$ cat src/hdl/cdg_pkg.sv
// Shared types and constants for the central-difference gradient block.
`default_nettype none

package cdg_pkg;

	localparam int PIXEL_BITS = 16;
	localparam int GRAD_W     = PIXEL_BITS + 1;
	localparam int ROW_W      = 12;
	localparam int COL_W      = 10;
	localparam int FW_W       = 11;
	localparam int FH_W       = 12;
	localparam int CFG_DATA_W = 12;
	localparam int CFG_IDX_W  = 2;

	localparam int QDEPTH = 4;
	localparam int QPTR_W = 2;
	localparam int QCNT_W = 3;

	localparam logic            DIR_RESET    = 1'b0;
	localparam logic [FW_W-1:0] WIDTH_RESET  = 11'd640;
	localparam logic [FH_W-1:0] HEIGHT_RESET = 12'd480;
	localparam logic [FW_W-1:0] MIN_WIDTH    = 11'd3;
	localparam logic [FH_W-1:0] MIN_HEIGHT   = 12'd3;

	typedef enum logic [CFG_IDX_W-1:0] {
		REG_DIRECTION    = 2'd0,
		REG_FRAME_WIDTH  = 2'd1,
		REG_FRAME_HEIGHT = 2'd2
	} reg_index_t;

	typedef struct packed {
		logic signed [PIXEL_BITS-1:0] pixel;
		logic                         frame_start;
	} pix_item_t;

	typedef struct packed {
		logic signed [GRAD_W-1:0] gradient;
		logic [ROW_W-1:0]         row;
		logic [COL_W-1:0]         column;
		logic                     last_of_run;
		logic                     end_of_frame;
	} grad_item_t;

	typedef struct packed {
		logic            direction;
		logic [FW_W-1:0] frame_width;
		logic [FH_W-1:0] frame_height;
	} cfg_t;

	// One queue entry describes all results caused by one pixel.
	typedef struct packed {
		logic signed [GRAD_W-1:0] grad;
		logic [ROW_W-1:0]         row;
		logic [COL_W-1:0]         column;
		logic                     mode_y;
		logic                     has_first;
		logic                     has_second;
		logic                     second_eof;
	} entry_t;

	typedef struct packed {
		logic full;
		logic near_full;
	} fifo_status_t;

endpackage

`default_nettype wire

$ cat src/hdl/cdg_back.sv
// Back part: expands queue entries into result beats behind an output register.
`default_nettype none

module cdg_back (
	input  wire                 clk,
	input  wire                 arst_n,
	input  cdg_pkg::entry_t     head,
	input  wire                 empty,
	output logic                pop,
	output logic                grad_valid,
	input  wire                 grad_stall,
	output cdg_pkg::grad_item_t grad_item
);
	import cdg_pkg::*;

	logic       first_sent_q;
	logic       valid_q;
	grad_item_t item_q;
	logic       load;
	logic       cur_first;
	logic       entry_done;
	grad_item_t res;

	assign load       = !valid_q || !grad_stall;
	assign cur_first  = head.has_first && !first_sent_q;
	assign entry_done = !(cur_first && head.has_second);
	assign pop        = load && !empty && entry_done;

	always_comb begin
		if (cur_first) begin
			res.gradient     = head.grad;
			res.row          = head.mode_y ? head.row - ROW_W'(1) : head.row;
			res.column       = head.mode_y ? head.column : head.column - COL_W'(1);
			res.last_of_run  = !head.has_second;
			res.end_of_frame = 1'b0;
		end else begin
			res.gradient     = '0;
			res.row          = head.row;
			res.column       = head.column;
			res.last_of_run  = 1'b1;
			res.end_of_frame = head.second_eof;
		end
	end

	always_ff @(posedge clk or negedge arst_n) begin
		if (!arst_n) begin
			valid_q      <= 1'b0;
			first_sent_q <= 1'b0;
		end else if (load) begin
			valid_q <= !empty;
			if (!empty) begin
				first_sent_q <= !entry_done;
			end
		end
	end

	always_ff @(posedge clk) begin
		if (load && !empty) begin
			item_q <= res;
		end
	end

	assign grad_valid = valid_q;
	assign grad_item  = item_q;

	a_eof_is_last : assert property (@(posedge clk) disable iff (!arst_n)
		grad_valid && grad_item.end_of_frame |-> grad_item.last_of_run)
		else $error("end of frame on a beat that is not last of its run");

	a_split_entry : assert property (@(posedge clk) disable iff (!arst_n)
		first_sent_q |-> (!empty && head.has_first && head.has_second))
		else $error("second beat pending without a two-result entry");

endmodule

`default_nettype wire
$ cat config.mk
export PLATFORM = sky130hd
export DESIGN_NAME = cdg_back
export DESIGN_NICKNAME = d
export VERILOG_FILES = /design/src/hdl/cdg_pkg.sv /design/src/hdl/cdg_back.sv
export SDC_FILE = /design/constraint.sdc
export NUM_CORES = 1
export LEC_CHECK = 0
export BUFFER_PORTS_ARGS = -buffer_cell sky130_fd_sc_hd__buf_2
export CORE_MARGIN = 2
export CORE_UTILIZATION = 41
export CTS_CLUSTER_DIAMETER = 120
export CTS_CLUSTER_SIZE = 10
export DETAILED_ROUTE_END_ITERATION = 7
export GPL_ROUTABILITY_DRIVEN = 0
export GPL_TIMING_DRIVEN = 1
export PLACE_DENSITY = 0.75
export SYNTH_ARGS = -nofsm -noshare
export SYNTH_HDL_FRONTEND = slang
export SYNTH_SLANG_ARGS = --single-unit
$ cat constraint.sdc
create_clock -name clk -period 3 [get_ports clk]
set_clock_uncertainty 0.15 [all_clocks]
set_input_delay 0 -clock clk [delete_from_list [all_inputs] [get_ports clk]]
set_output_delay 0 -clock clk [all_outputs]
set_load 0.02 [all_outputs]
==> flow_summary_export.csv <==
group,metric,value,unit
outcome,status,"finished, final reports clean",
cells_and_area,drive_gt1_frac,0.370,
floorplan,row_count,24,
critical_path,critical_path.top_delay_family,"simple AND/OR/NAND/NOR gates",
power_and_ir_drop,ir_worst_vdd,0.000237,V
synth,synth-seq-area-share,0.670,
global_routing,grt_overflow,0,
cts,cts_hold_repair.buffers,48,
placement,place_inst,277,
power_and_ir_drop,pwr-share-comb,0.182,
cells_and_area,final_area,3030,um^2
floorplan,die_w,72.3,um
routing,antenna_left,0,
routing,viasPerCell,4.87,
run,drv_cap,0,
global_routing,grt.met2_usage,0.341,
global_routing,antenna_found_initial,0,
synth,yosys.area.top_type,"edfxtp_1",
power_and_ir_drop,power.internal,1.07,mW
synth,async_flop_share,0.0465,
critical_path,worst-setup-path-type,"reg -> reg",
global_routing,grt_max_degree,45,
critical_path,slowest_stage,"dlygate4sd3_1",
cts,clock_latency,0.29,ns
timing,max_freq,433,MHz
cells_and_area,syn_to_final_growth,58.2,%
global_routing,grt_pass1_wl,7260,um
global_routing,grt_pass1_vias,1583,
global_routing,met3_usage,0.0708,
cts,clk_pin_slew,0.08,ns
cts,clockBufferDepth,2,
routing,drc_errors,0,
placement,dp_hpwl,2850,um
critical_path,r2r_slack,0.69,ns
placement,postPlaceCellArea,2440,um^2
cts,cts_tree,"built",
cells_and_area,final_nets,329,
timing,tns,0,ns
timing,rsz0062_at_grt,"no",
synth,synth_top_area_frac,0.644,
floorplan,core_area,4410,um^2
global_routing,grt_usage,0.187,
synth,synth_cells,137,
cts,cts_max_level,2,
synth,synth_fp_nets,186,
timing,setup_viol,0,
power_and_ir_drop,pwr-share-seq,0.509,
critical_path,critPathMaxStageDelay,0.57,ns
cells_and_area,fin_cells,333,
critical_path,arrival,2.20,ns
synth,netlist_area,1910,um^2
routing,dr.pass1.iters,4,
critical_path,end_kind,"flip-flop",
cts,root_buffer,"clkbuf_8",
global_routing,met1_usage,0.199,
synth,synth_common_cells,"edfxtp_1, and2_1, xnor2_1",
worst_hold_path,hp-class,"in -> reg",
critical_path,start_kind,"flip-flop",
routing,drt-total-wl,4780,um
timing,fin_crit,2.31,ns
critical_path,crit_fanout,9,
timing,tightest_slew,0.795,ns
synth,synth_cell_type_count,29,
placement,io_buffers,89,
floorplan,boundaryPins,90,
power_and_ir_drop,switching_share,0.242,
synth,avgSynthCellArea,14.0,um^2
cts,cts-buffers-inserted,5,
power_and_ir_drop,power_density,465,nW/um^2
power_and_ir_drop,leakage,1.27,nW
timing,relSlewSlack,0.469,
synth,synth_edf_count,41,
power_and_ir_drop,p_sw,0.340,mW
cells_and_area,diodes,0,
synth,yosysMostFrequentCell,"edfxtp_1",
routing,vias,1621,
power_and_ir_drop,clkPwrFrac,0.310,
floorplan,die_y,72.3,um
synth,netlist_top_cells_area,"edfxtp_1, and2_1, xnor2_1",
timing,slew_viol_final,0,
critical_path,crit_chain,"nand3b_1, nor4_2, xor2_1, dlygate4sd3_1",
cts,cts_resized,0,
floorplan,initial_utilization,0.433,
routing,wl_per_cell,14.4,um
timing,post-route-period-util,0.770,
timing,final_hold_viol_count,0,
synth,synth-seq-cells,43,
floorplan,die_area,5230,um^2
critical_path,required,2.89,ns
cts,post_cts_buffers,0,
synth,ys.flop_type,"edfxtp_1",
routing,drt_iter0_markers,120,
critical_path,crit_buf_inv,1,
cts,clock_sinks,43,
synth,yosys_warnings,0,
global_routing,busiest_layer,"met2",
logic make-up after synthesis:
family | after synthesis | share of synthesized area
AOI/OAI and AO/OA | 5 | 0.0150
xor gates and xnor gates | 19 | 0.0870
adders and majority gates | 2 | 0.0131
buffers and inverters | 8 | 0.0157
DFF | 43 | 0.670
muxes | 1 | 0.00523
and+or+nand+nor | 59 | 0.194
layout by cell type, fill, tap and decap left out, types with 2 or more instances in the layout:
cell / instances
buf_2: 89
dlygate4sd3_1: 48
edfxtp_1: 41
and2_1: 19
xnor2_1: 13
nor2_1: 7
nand2_1: 7
xor2_1: 6
inv_1: 5
clkbuf_8: 5
nand3_1: 4
nor4_1: 3
nand4_1: 3
nor3_1: 3
nand3b_1: 2
or4_4: 2
or3_1: 2
o21ai_0: 2
ha_1: 2
dfrtp_1: 2
buf_4: 2
power by group through the flow:
stage          clock network [mW]  registers (mW)  logic [mW]
2_1_floorplan                   0           0.777      0.0655
3_3_place_gp                    0           0.728       0.202
3_5_place_dp                    0           0.729       0.205
4_1_cts                     0.443           0.716       0.254
5_1_grt                     0.470           0.720       0.276
6_report                    0.436           0.716       0.256
stage by stage:
step	hold slack [ns]	utilization	power, mW	setup WS (ns)
finish	0.00853	0.686	1.41	0.691
global route	0.0296	0.686	1.47	0.557
CTS	0.00629	0.686	1.41	0.717
detailed placement	-0.361	0.552	0.935	1.13
global placement	-0.356	0.552	0.931	1.15
floorplan	-0.446	-	0.843	0.739
final timing paths:
kind	startpoint	endpoint	cells after the start
worst max-delay path	first_sent_q	grad_item[21]	4
worst min-delay path	head[2]	grad_item[0]	3
worst max register to register	first_sent_q	grad_item[21]	4
worst min register to register	first_sent_q	first_sent_q	2
max in group asynchronous	arst_n	first_sent_q	3
min in group asynchronous	arst_n	grad_valid	3
per-layer routing:
layer | part of all wire | vias to the layer above
li1 | - | 781
met1 | 0.38 | 767
met2 | 0.53 | 69
met3 | 0.086 | 4
met4 | 0.0044 | 0
met5 | 0 | -
state kept, by name, summed over array words and instances (netlist names):
signal	cells
first_sent_q	1
grad_item	41
grad_valid	1
worst min-delay path: stages:
cell	delay, ns
buf_2	0.12
nand2b_1	0.09
and2_1	0.13
final cells by class:
cell class                 instances  area, um^2
multi-input combinational         86         613
sequential                        43        1280
fill                             309        1390
timing repair buffer             139         941
clock inverter                     3        38.8
inverter                           5        18.8
clock buffer                       5        68.8
tap                               52        65.1
(Power assumes the default switching activity.)
