File: config.mk
export PLATFORM = sky130hd
export DESIGN_NAME = cdg_fifo
export DESIGN_NICKNAME = d
export VERILOG_FILES = /design/src/hdl/cdg_pkg.sv /design/src/hdl/cdg_fifo.sv
export SDC_FILE = /design/constraint.sdc
export NUM_CORES = 1
export LEC_CHECK = 0
export ABC_AREA = 1
export BUFFER_PORTS_ARGS = -buffer_cell sky130_fd_sc_hd__buf_2
export CORE_AREA = 2 2 120 122
export CTS_CLUSTER_SIZE = 40
export DETAILED_ROUTE_END_ITERATION = 16
export DIE_AREA = 0 0 122 124
export PLACE_DENSITY = 0.81
export SYNTH_ARGS = -nofsm -noshare
export SYNTH_HDL_FRONTEND = slang
export SYNTH_SLANG_ARGS = --single-unit
File: constraint.sdc
create_clock -name clk -period 3.7 [get_ports clk]
set_clock_uncertainty 0.15 [all_clocks]
set_input_delay 0.37 -clock clk [delete_from_list [all_inputs] [get_ports clk]]
set_output_delay 0.37 -clock clk [all_outputs]
set_load 0.02 [all_outputs]
File: src/hdl/cdg_pkg.sv
// Shared types and constants for the central-difference gradient block.
`default_nettype none

package cdg_pkg;

	localparam int PIXEL_BITS = 16;
	localparam int GRAD_W     = PIXEL_BITS + 1;
	localparam int ROW_W      = 12;
	localparam int COL_W      = 10;
	localparam int FW_W       = 11;
	localparam int FH_W       = 12;
	localparam int CFG_DATA_W = 12;
	localparam int CFG_IDX_W  = 2;

	localparam int QDEPTH = 4;
	localparam int QPTR_W = 2;
	localparam int QCNT_W = 3;

	localparam logic            DIR_RESET    = 1'b0;
	localparam logic [FW_W-1:0] WIDTH_RESET  = 11'd640;
	localparam logic [FH_W-1:0] HEIGHT_RESET = 12'd480;
	localparam logic [FW_W-1:0] MIN_WIDTH    = 11'd3;
	localparam logic [FH_W-1:0] MIN_HEIGHT   = 12'd3;

	typedef enum logic [CFG_IDX_W-1:0] {
		REG_DIRECTION    = 2'd0,
		REG_FRAME_WIDTH  = 2'd1,
		REG_FRAME_HEIGHT = 2'd2
	} reg_index_t;

	typedef struct packed {
		logic signed [PIXEL_BITS-1:0] pixel;
		logic                         frame_start;
	} pix_item_t;

	typedef struct packed {
		logic signed [GRAD_W-1:0] gradient;
		logic [ROW_W-1:0]         row;
		logic [COL_W-1:0]         column;
		logic                     last_of_run;
		logic                     end_of_frame;
	} grad_item_t;

	typedef struct packed {
		logic            direction;
		logic [FW_W-1:0] frame_width;
		logic [FH_W-1:0] frame_height;
	} cfg_t;

	// One queue entry describes all results caused by one pixel.
	typedef struct packed {
		logic signed [GRAD_W-1:0] grad;
		logic [ROW_W-1:0]         row;
		logic [COL_W-1:0]         column;
		logic                     mode_y;
		logic                     has_first;
		logic                     has_second;
		logic                     second_eof;
	} entry_t;

	typedef struct packed {
		logic full;
		logic near_full;
	} fifo_status_t;

endpackage

`default_nettype wire

File: src/hdl/cdg_fifo.sv
// Short queue between the front and back parts, at most one entry per pixel.
`default_nettype none

module cdg_fifo (
	input  wire                   clk,
	input  wire                   arst_n,
	input  wire                   push,
	input  cdg_pkg::entry_t       push_data,
	input  wire                   pop,
	output cdg_pkg::entry_t       head,
	output logic                  empty,
	output cdg_pkg::fifo_status_t status
);
	import cdg_pkg::*;

	entry_t            entry_q [QDEPTH];
	logic [QPTR_W-1:0] wr_ptr_q;
	logic [QPTR_W-1:0] rd_ptr_q;
	logic [QCNT_W-1:0] count_q;
	logic              do_pop;

	assign empty            = (count_q == '0);
	assign do_pop           = pop && !empty;
	assign head             = entry_q[rd_ptr_q];
	assign status.full      = (count_q == QCNT_W'(QDEPTH));
	assign status.near_full = (count_q >= QCNT_W'(QDEPTH - 1));

	always_ff @(posedge clk) begin
		if (push) begin
			entry_q[wr_ptr_q] <= push_data;
		end
	end

	always_ff @(posedge clk or negedge arst_n) begin
		if (!arst_n) begin
			wr_ptr_q <= '0;
			rd_ptr_q <= '0;
			count_q  <= '0;
		end else begin
			if (push) begin
				wr_ptr_q <= wr_ptr_q + QPTR_W'(1);
			end
			if (do_pop) begin
				rd_ptr_q <= rd_ptr_q + QPTR_W'(1);
			end
			if (push && !do_pop) begin
				count_q <= count_q + QCNT_W'(1);
			end else if (!push && do_pop) begin
				count_q <= count_q - QCNT_W'(1);
			end
		end
	end

	a_no_overflow : assert property (@(posedge clk) disable iff (!arst_n)
		push |-> (count_q != QCNT_W'(QDEPTH)))
		else $error("queue push while full");

	a_count_bound : assert property (@(posedge clk) disable iff (!arst_n)
		count_q <= QCNT_W'(QDEPTH))
		else $error("queue count beyond depth");

endmodule

`default_nettype wire

==> flow_summary.yaml <==
status:
  status: "finished, final reports clean"
place:
  routabilityCongestion: 0.723
  detailedPlace.worstSlack_ps: 1280
  placedCellCount: 805
  port-buffer-count: 92
  post-dp-hpwl_mm: 7.91
die:
  io-pin-count: 93
  initial_core_util: 0.536
  floorplan.die_area_mm2: 0.0151
  fp.coreArea_mm2: 0.0137
  die_height_um: 124
  rows: 43
  die-width_um: 122
min_path:
  hold_path_class: "in2reg"
  worst_hold_path.num_cells: 1
  min_to: "entry_q[2][39]$_DFFE_PP_"
  critical_hold_path_startpoint: "push_data[39]"
sta:
  remaining_max_slew_budget_at_the_tightest_pin: 0.258
  post-route-period-util: 0.787
  fin_setup_tns_ps: 0
  worstMarginPinSlew_ps: 1110
  finalSetupViolations: 0
  hold_ws_ps: 20.6
  report.final.slew_viol_count: 0
  post-route-worst-setup-slack_ps: 787
  fmaxAchievable_mhz: 343
  finalHoldViolations: 0
  rsz0062_at_grt: "false"
  final_period_minus_worst_setup_slack_ps: 2910
detailed_routing:
  detail_route.iter0.violations: 236
  firstDrtPassIters: 5
  drtAntennaViolNets: 0
  drt-vias-per-instance: 5.17
  overall_via_count_from_detail_route: 4502
  detail_route.wl_per_cell_um: 16.0
  remaining_drcs: 0
  routed_wl_mm: 13.9
layout:
  final.fill_count: 1008
  fin_nets: 731
  drive_above_1_share: 0.199
  multiInputGateArea_mm2: 0.00137
  layout_area_growth_over_synthesis_pct: 18.5
  layout.cells.non_filler: 870
  final-seq-area_mm2: 0.00534
  antenna_cells_inserted: 0
clock_tree:
  clock_latency_on_the_worst_skew_pair_ps: 420
  numClockSinks: 179
  cts_buffer_count: 17
  ctsLongestPathBuffers: 2
  ctsHtreeMaxLevel: 4
  tritoncts: "yes"
  cts-root-buf: "clkbuf_16"
  path_clk_slew_ps: 60
setup_path:
  cp_max_fo: 79
  cp.arrival_ps: 2390
  cp_cell_sequence: "inv_4 -> buf_4 -> nand2_1 -> o211ai_1 -> nand2_1 -> buf_2"
  ff2ff_path_depth: 4
  cell_type_of_the_slowest_stage_on_the_worst_timing_path: "inv_4"
  regToRegStartpoint: "wr_ptr_q[1]$_DFFE_PN0P_"
  criticalPathCategory: "reg2out"
  cp.required_ps: 3180
  worst_r2r_endpoint: "entry_q[1][0]$_DFFE_PP_"
  end_kind: "primary output"
  critical_path.max_stage_delay_ps: 560
  critical_path.startpoint_type: "flip-flop"
  crit_top_cell: "nand2_1"
  worst-r2r-setup-slack_ps: 1610
global_routing:
  initial_antenna_violation_count: 0
  vias_in_the_first_global_route: 4621
  grt.total_usage: 0.197
  gr-total-overflow: 0
  largest_net_degree_at_the_start_of_global_routing: 80
  wire_length_of_the_first_global_routing_pass_mm: 21.9
logic_synthesis:
  ys_warn_count: 0
  synth_cell_area_mm2: 0.00736
  flops_latches_synth: 179
  seq_total_area_yosys: 0.726
  yosysUniqueCellTypes: 20
  postSynthNetCount: 612
  syn-mean-instance-area_um2: 13.2
  number_of_instances_in_the_synthesized_netlist: 559
run:
  cap_violations: 0
power:
  irDropWorstVdd_uv: 504
  p_per_area_mw_per_mm2: 801
  p_leak_uw: 0.00360
  finalPower_uw: 6990
## worst max-delay path by stage
stage                                  from                 endpoint  slack, ps
floorplan           wr_ptr_q[0]$_DFFE_PN0P_  entry_q[2][0]$_DFFE_PP_       1640
global placement    rd_ptr_q[0]$_DFFE_PN0P_                 head[35]       1390
detailed placement  rd_ptr_q[0]$_DFFE_PN0P_                 head[35]       1280
CTS                 rd_ptr_q[0]$_DFFE_PN0P_                 head[35]        810
global route        rd_ptr_q[0]$_DFFE_PN0P_                 head[35]        620
finish              rd_ptr_q[0]$_DFFE_PN0P_                 head[35]        790
## power breakdown
part	internal [uW]	total, uW	switching, uW
clock	983	1700	714
combinational	735	2500	1770
sequential	2670	2790	119
total	4390	6990	2600
## metal layers
| layer | vias to the layer above | part of all wire | wire [um] | GRT usage |
|---|---|---|---|---|
| met5 | - | 0 | 0 | 0 |
| met4 | 0 | 0.025 | 343 | 0.102 |
| met3 | 26 | 0.051 | 710 | 0.0462 |
| met2 | 125 | 0.53 | 7450 | 0.357 |
| met1 | 2180 | 0.39 | 5430 | 0.214 |
| li1 | 2171 | - | - | - |
## metrics by stage
step,cell area [um2],utilization
global route,8720,0.636
global placement,7820,0.570
detailed placement,7820,0.570
finish,8720,0.636
floorplan,7360,-
CTS,8720,0.636
## Yosys cell counts
library cell	count	area share
o21ai_0	2	0.0014
ha_1	5	0.0085
o211ai_1	80	0.082
edfxtp_1	172	0.70
clkbuf_1	1	0.00051
nand4_1	1	0.00085
inv_2	2	0.0010
buf_4	1	0.0010
buf_6	19	0.029
buf_2	8	0.0054
o211ai_2	6	0.010
nor3_1	1	0.00068
xnor2_1	1	0.0012
o21ai_1	1	0.00068
nand3_1	4	0.0027
dfrtp_1	7	0.024
fa_1	1	0.0027
xor2_1	1	0.0012
nand2_1	146	0.074
inv_1	100	0.051
## critical path: cells and delay by family, from the launching register on
family                 cells  cell delay, ps
buffers and inverters      3            1180
AO/OA/AOI/OAI              1             120
AND/OR/NAND/NOR            2             210
flip-flops                 1             420
## registers in the layout (all words and copies together) (netlist names)
register and count:
rd_ptr_q 2, count_q 3, entry_q 172, wr_ptr_q 2
## cell usage in the layout (no fill, tap or decap)
cell type,synthesis,routed
nand2_1,146,146
clkinvlp_4,0,3
o211ai_2,6,6
clkinv_2,0,4
dfrtp_2,0,1
dfrtp_1,7,6
nor3_1,1,1
edfxtp_1,172,172
nand3_1,4,4
buf_4,1,2
nand4_1,1,1
clkbuf_16,0,17
buf_12,0,1
inv_6,0,2
clkinv_4,0,1
xnor2_1,1,1
o211ai_1,80,80
xor2_1,1,1
fa_1,1,1
inv_1,100,96
bufinv_16,0,2
o21ai_1,1,1
o21ai_0,2,2
dlygate4sd3_1,0,34
ha_1,5,5
inv_4,0,1
clkinv_1,0,2
inv_2,2,5
buf_2,8,92
## repair_timing
| item | CTS | global route |
|---|---|---|
| gates resized for setup | 0 | 0 |
| hold buffers | 34 | 0 |
| setup buffers | 0 | 0 |
| hold endpoints to repair | 138 | 0 |
## layout make-up
| class | count | area share |
|---|---|---|
| clock inverters | 14 | 0.0156 |
| repair buffers | 129 | 0.0959 |
| well taps | 180 | 0.0258 |
| flip-flops and latches | 179 | 0.613 |
| inverters | 102 | 0.0442 |
| clock buffers | 17 | 0.0488 |
| multi-input cells | 249 | 0.157 |
## cells by family after synthesis
family | share of synthesized area
DFF | 0.726
and+or+nand+nor | 0.0787
buffers and inverters | 0.0881
AOI/OAI and AO/OA | 0.0939
adders and majority gates | 0.0112
xor gates and xnor gates | 0.00238
Power figures use the tool's default switching activity.
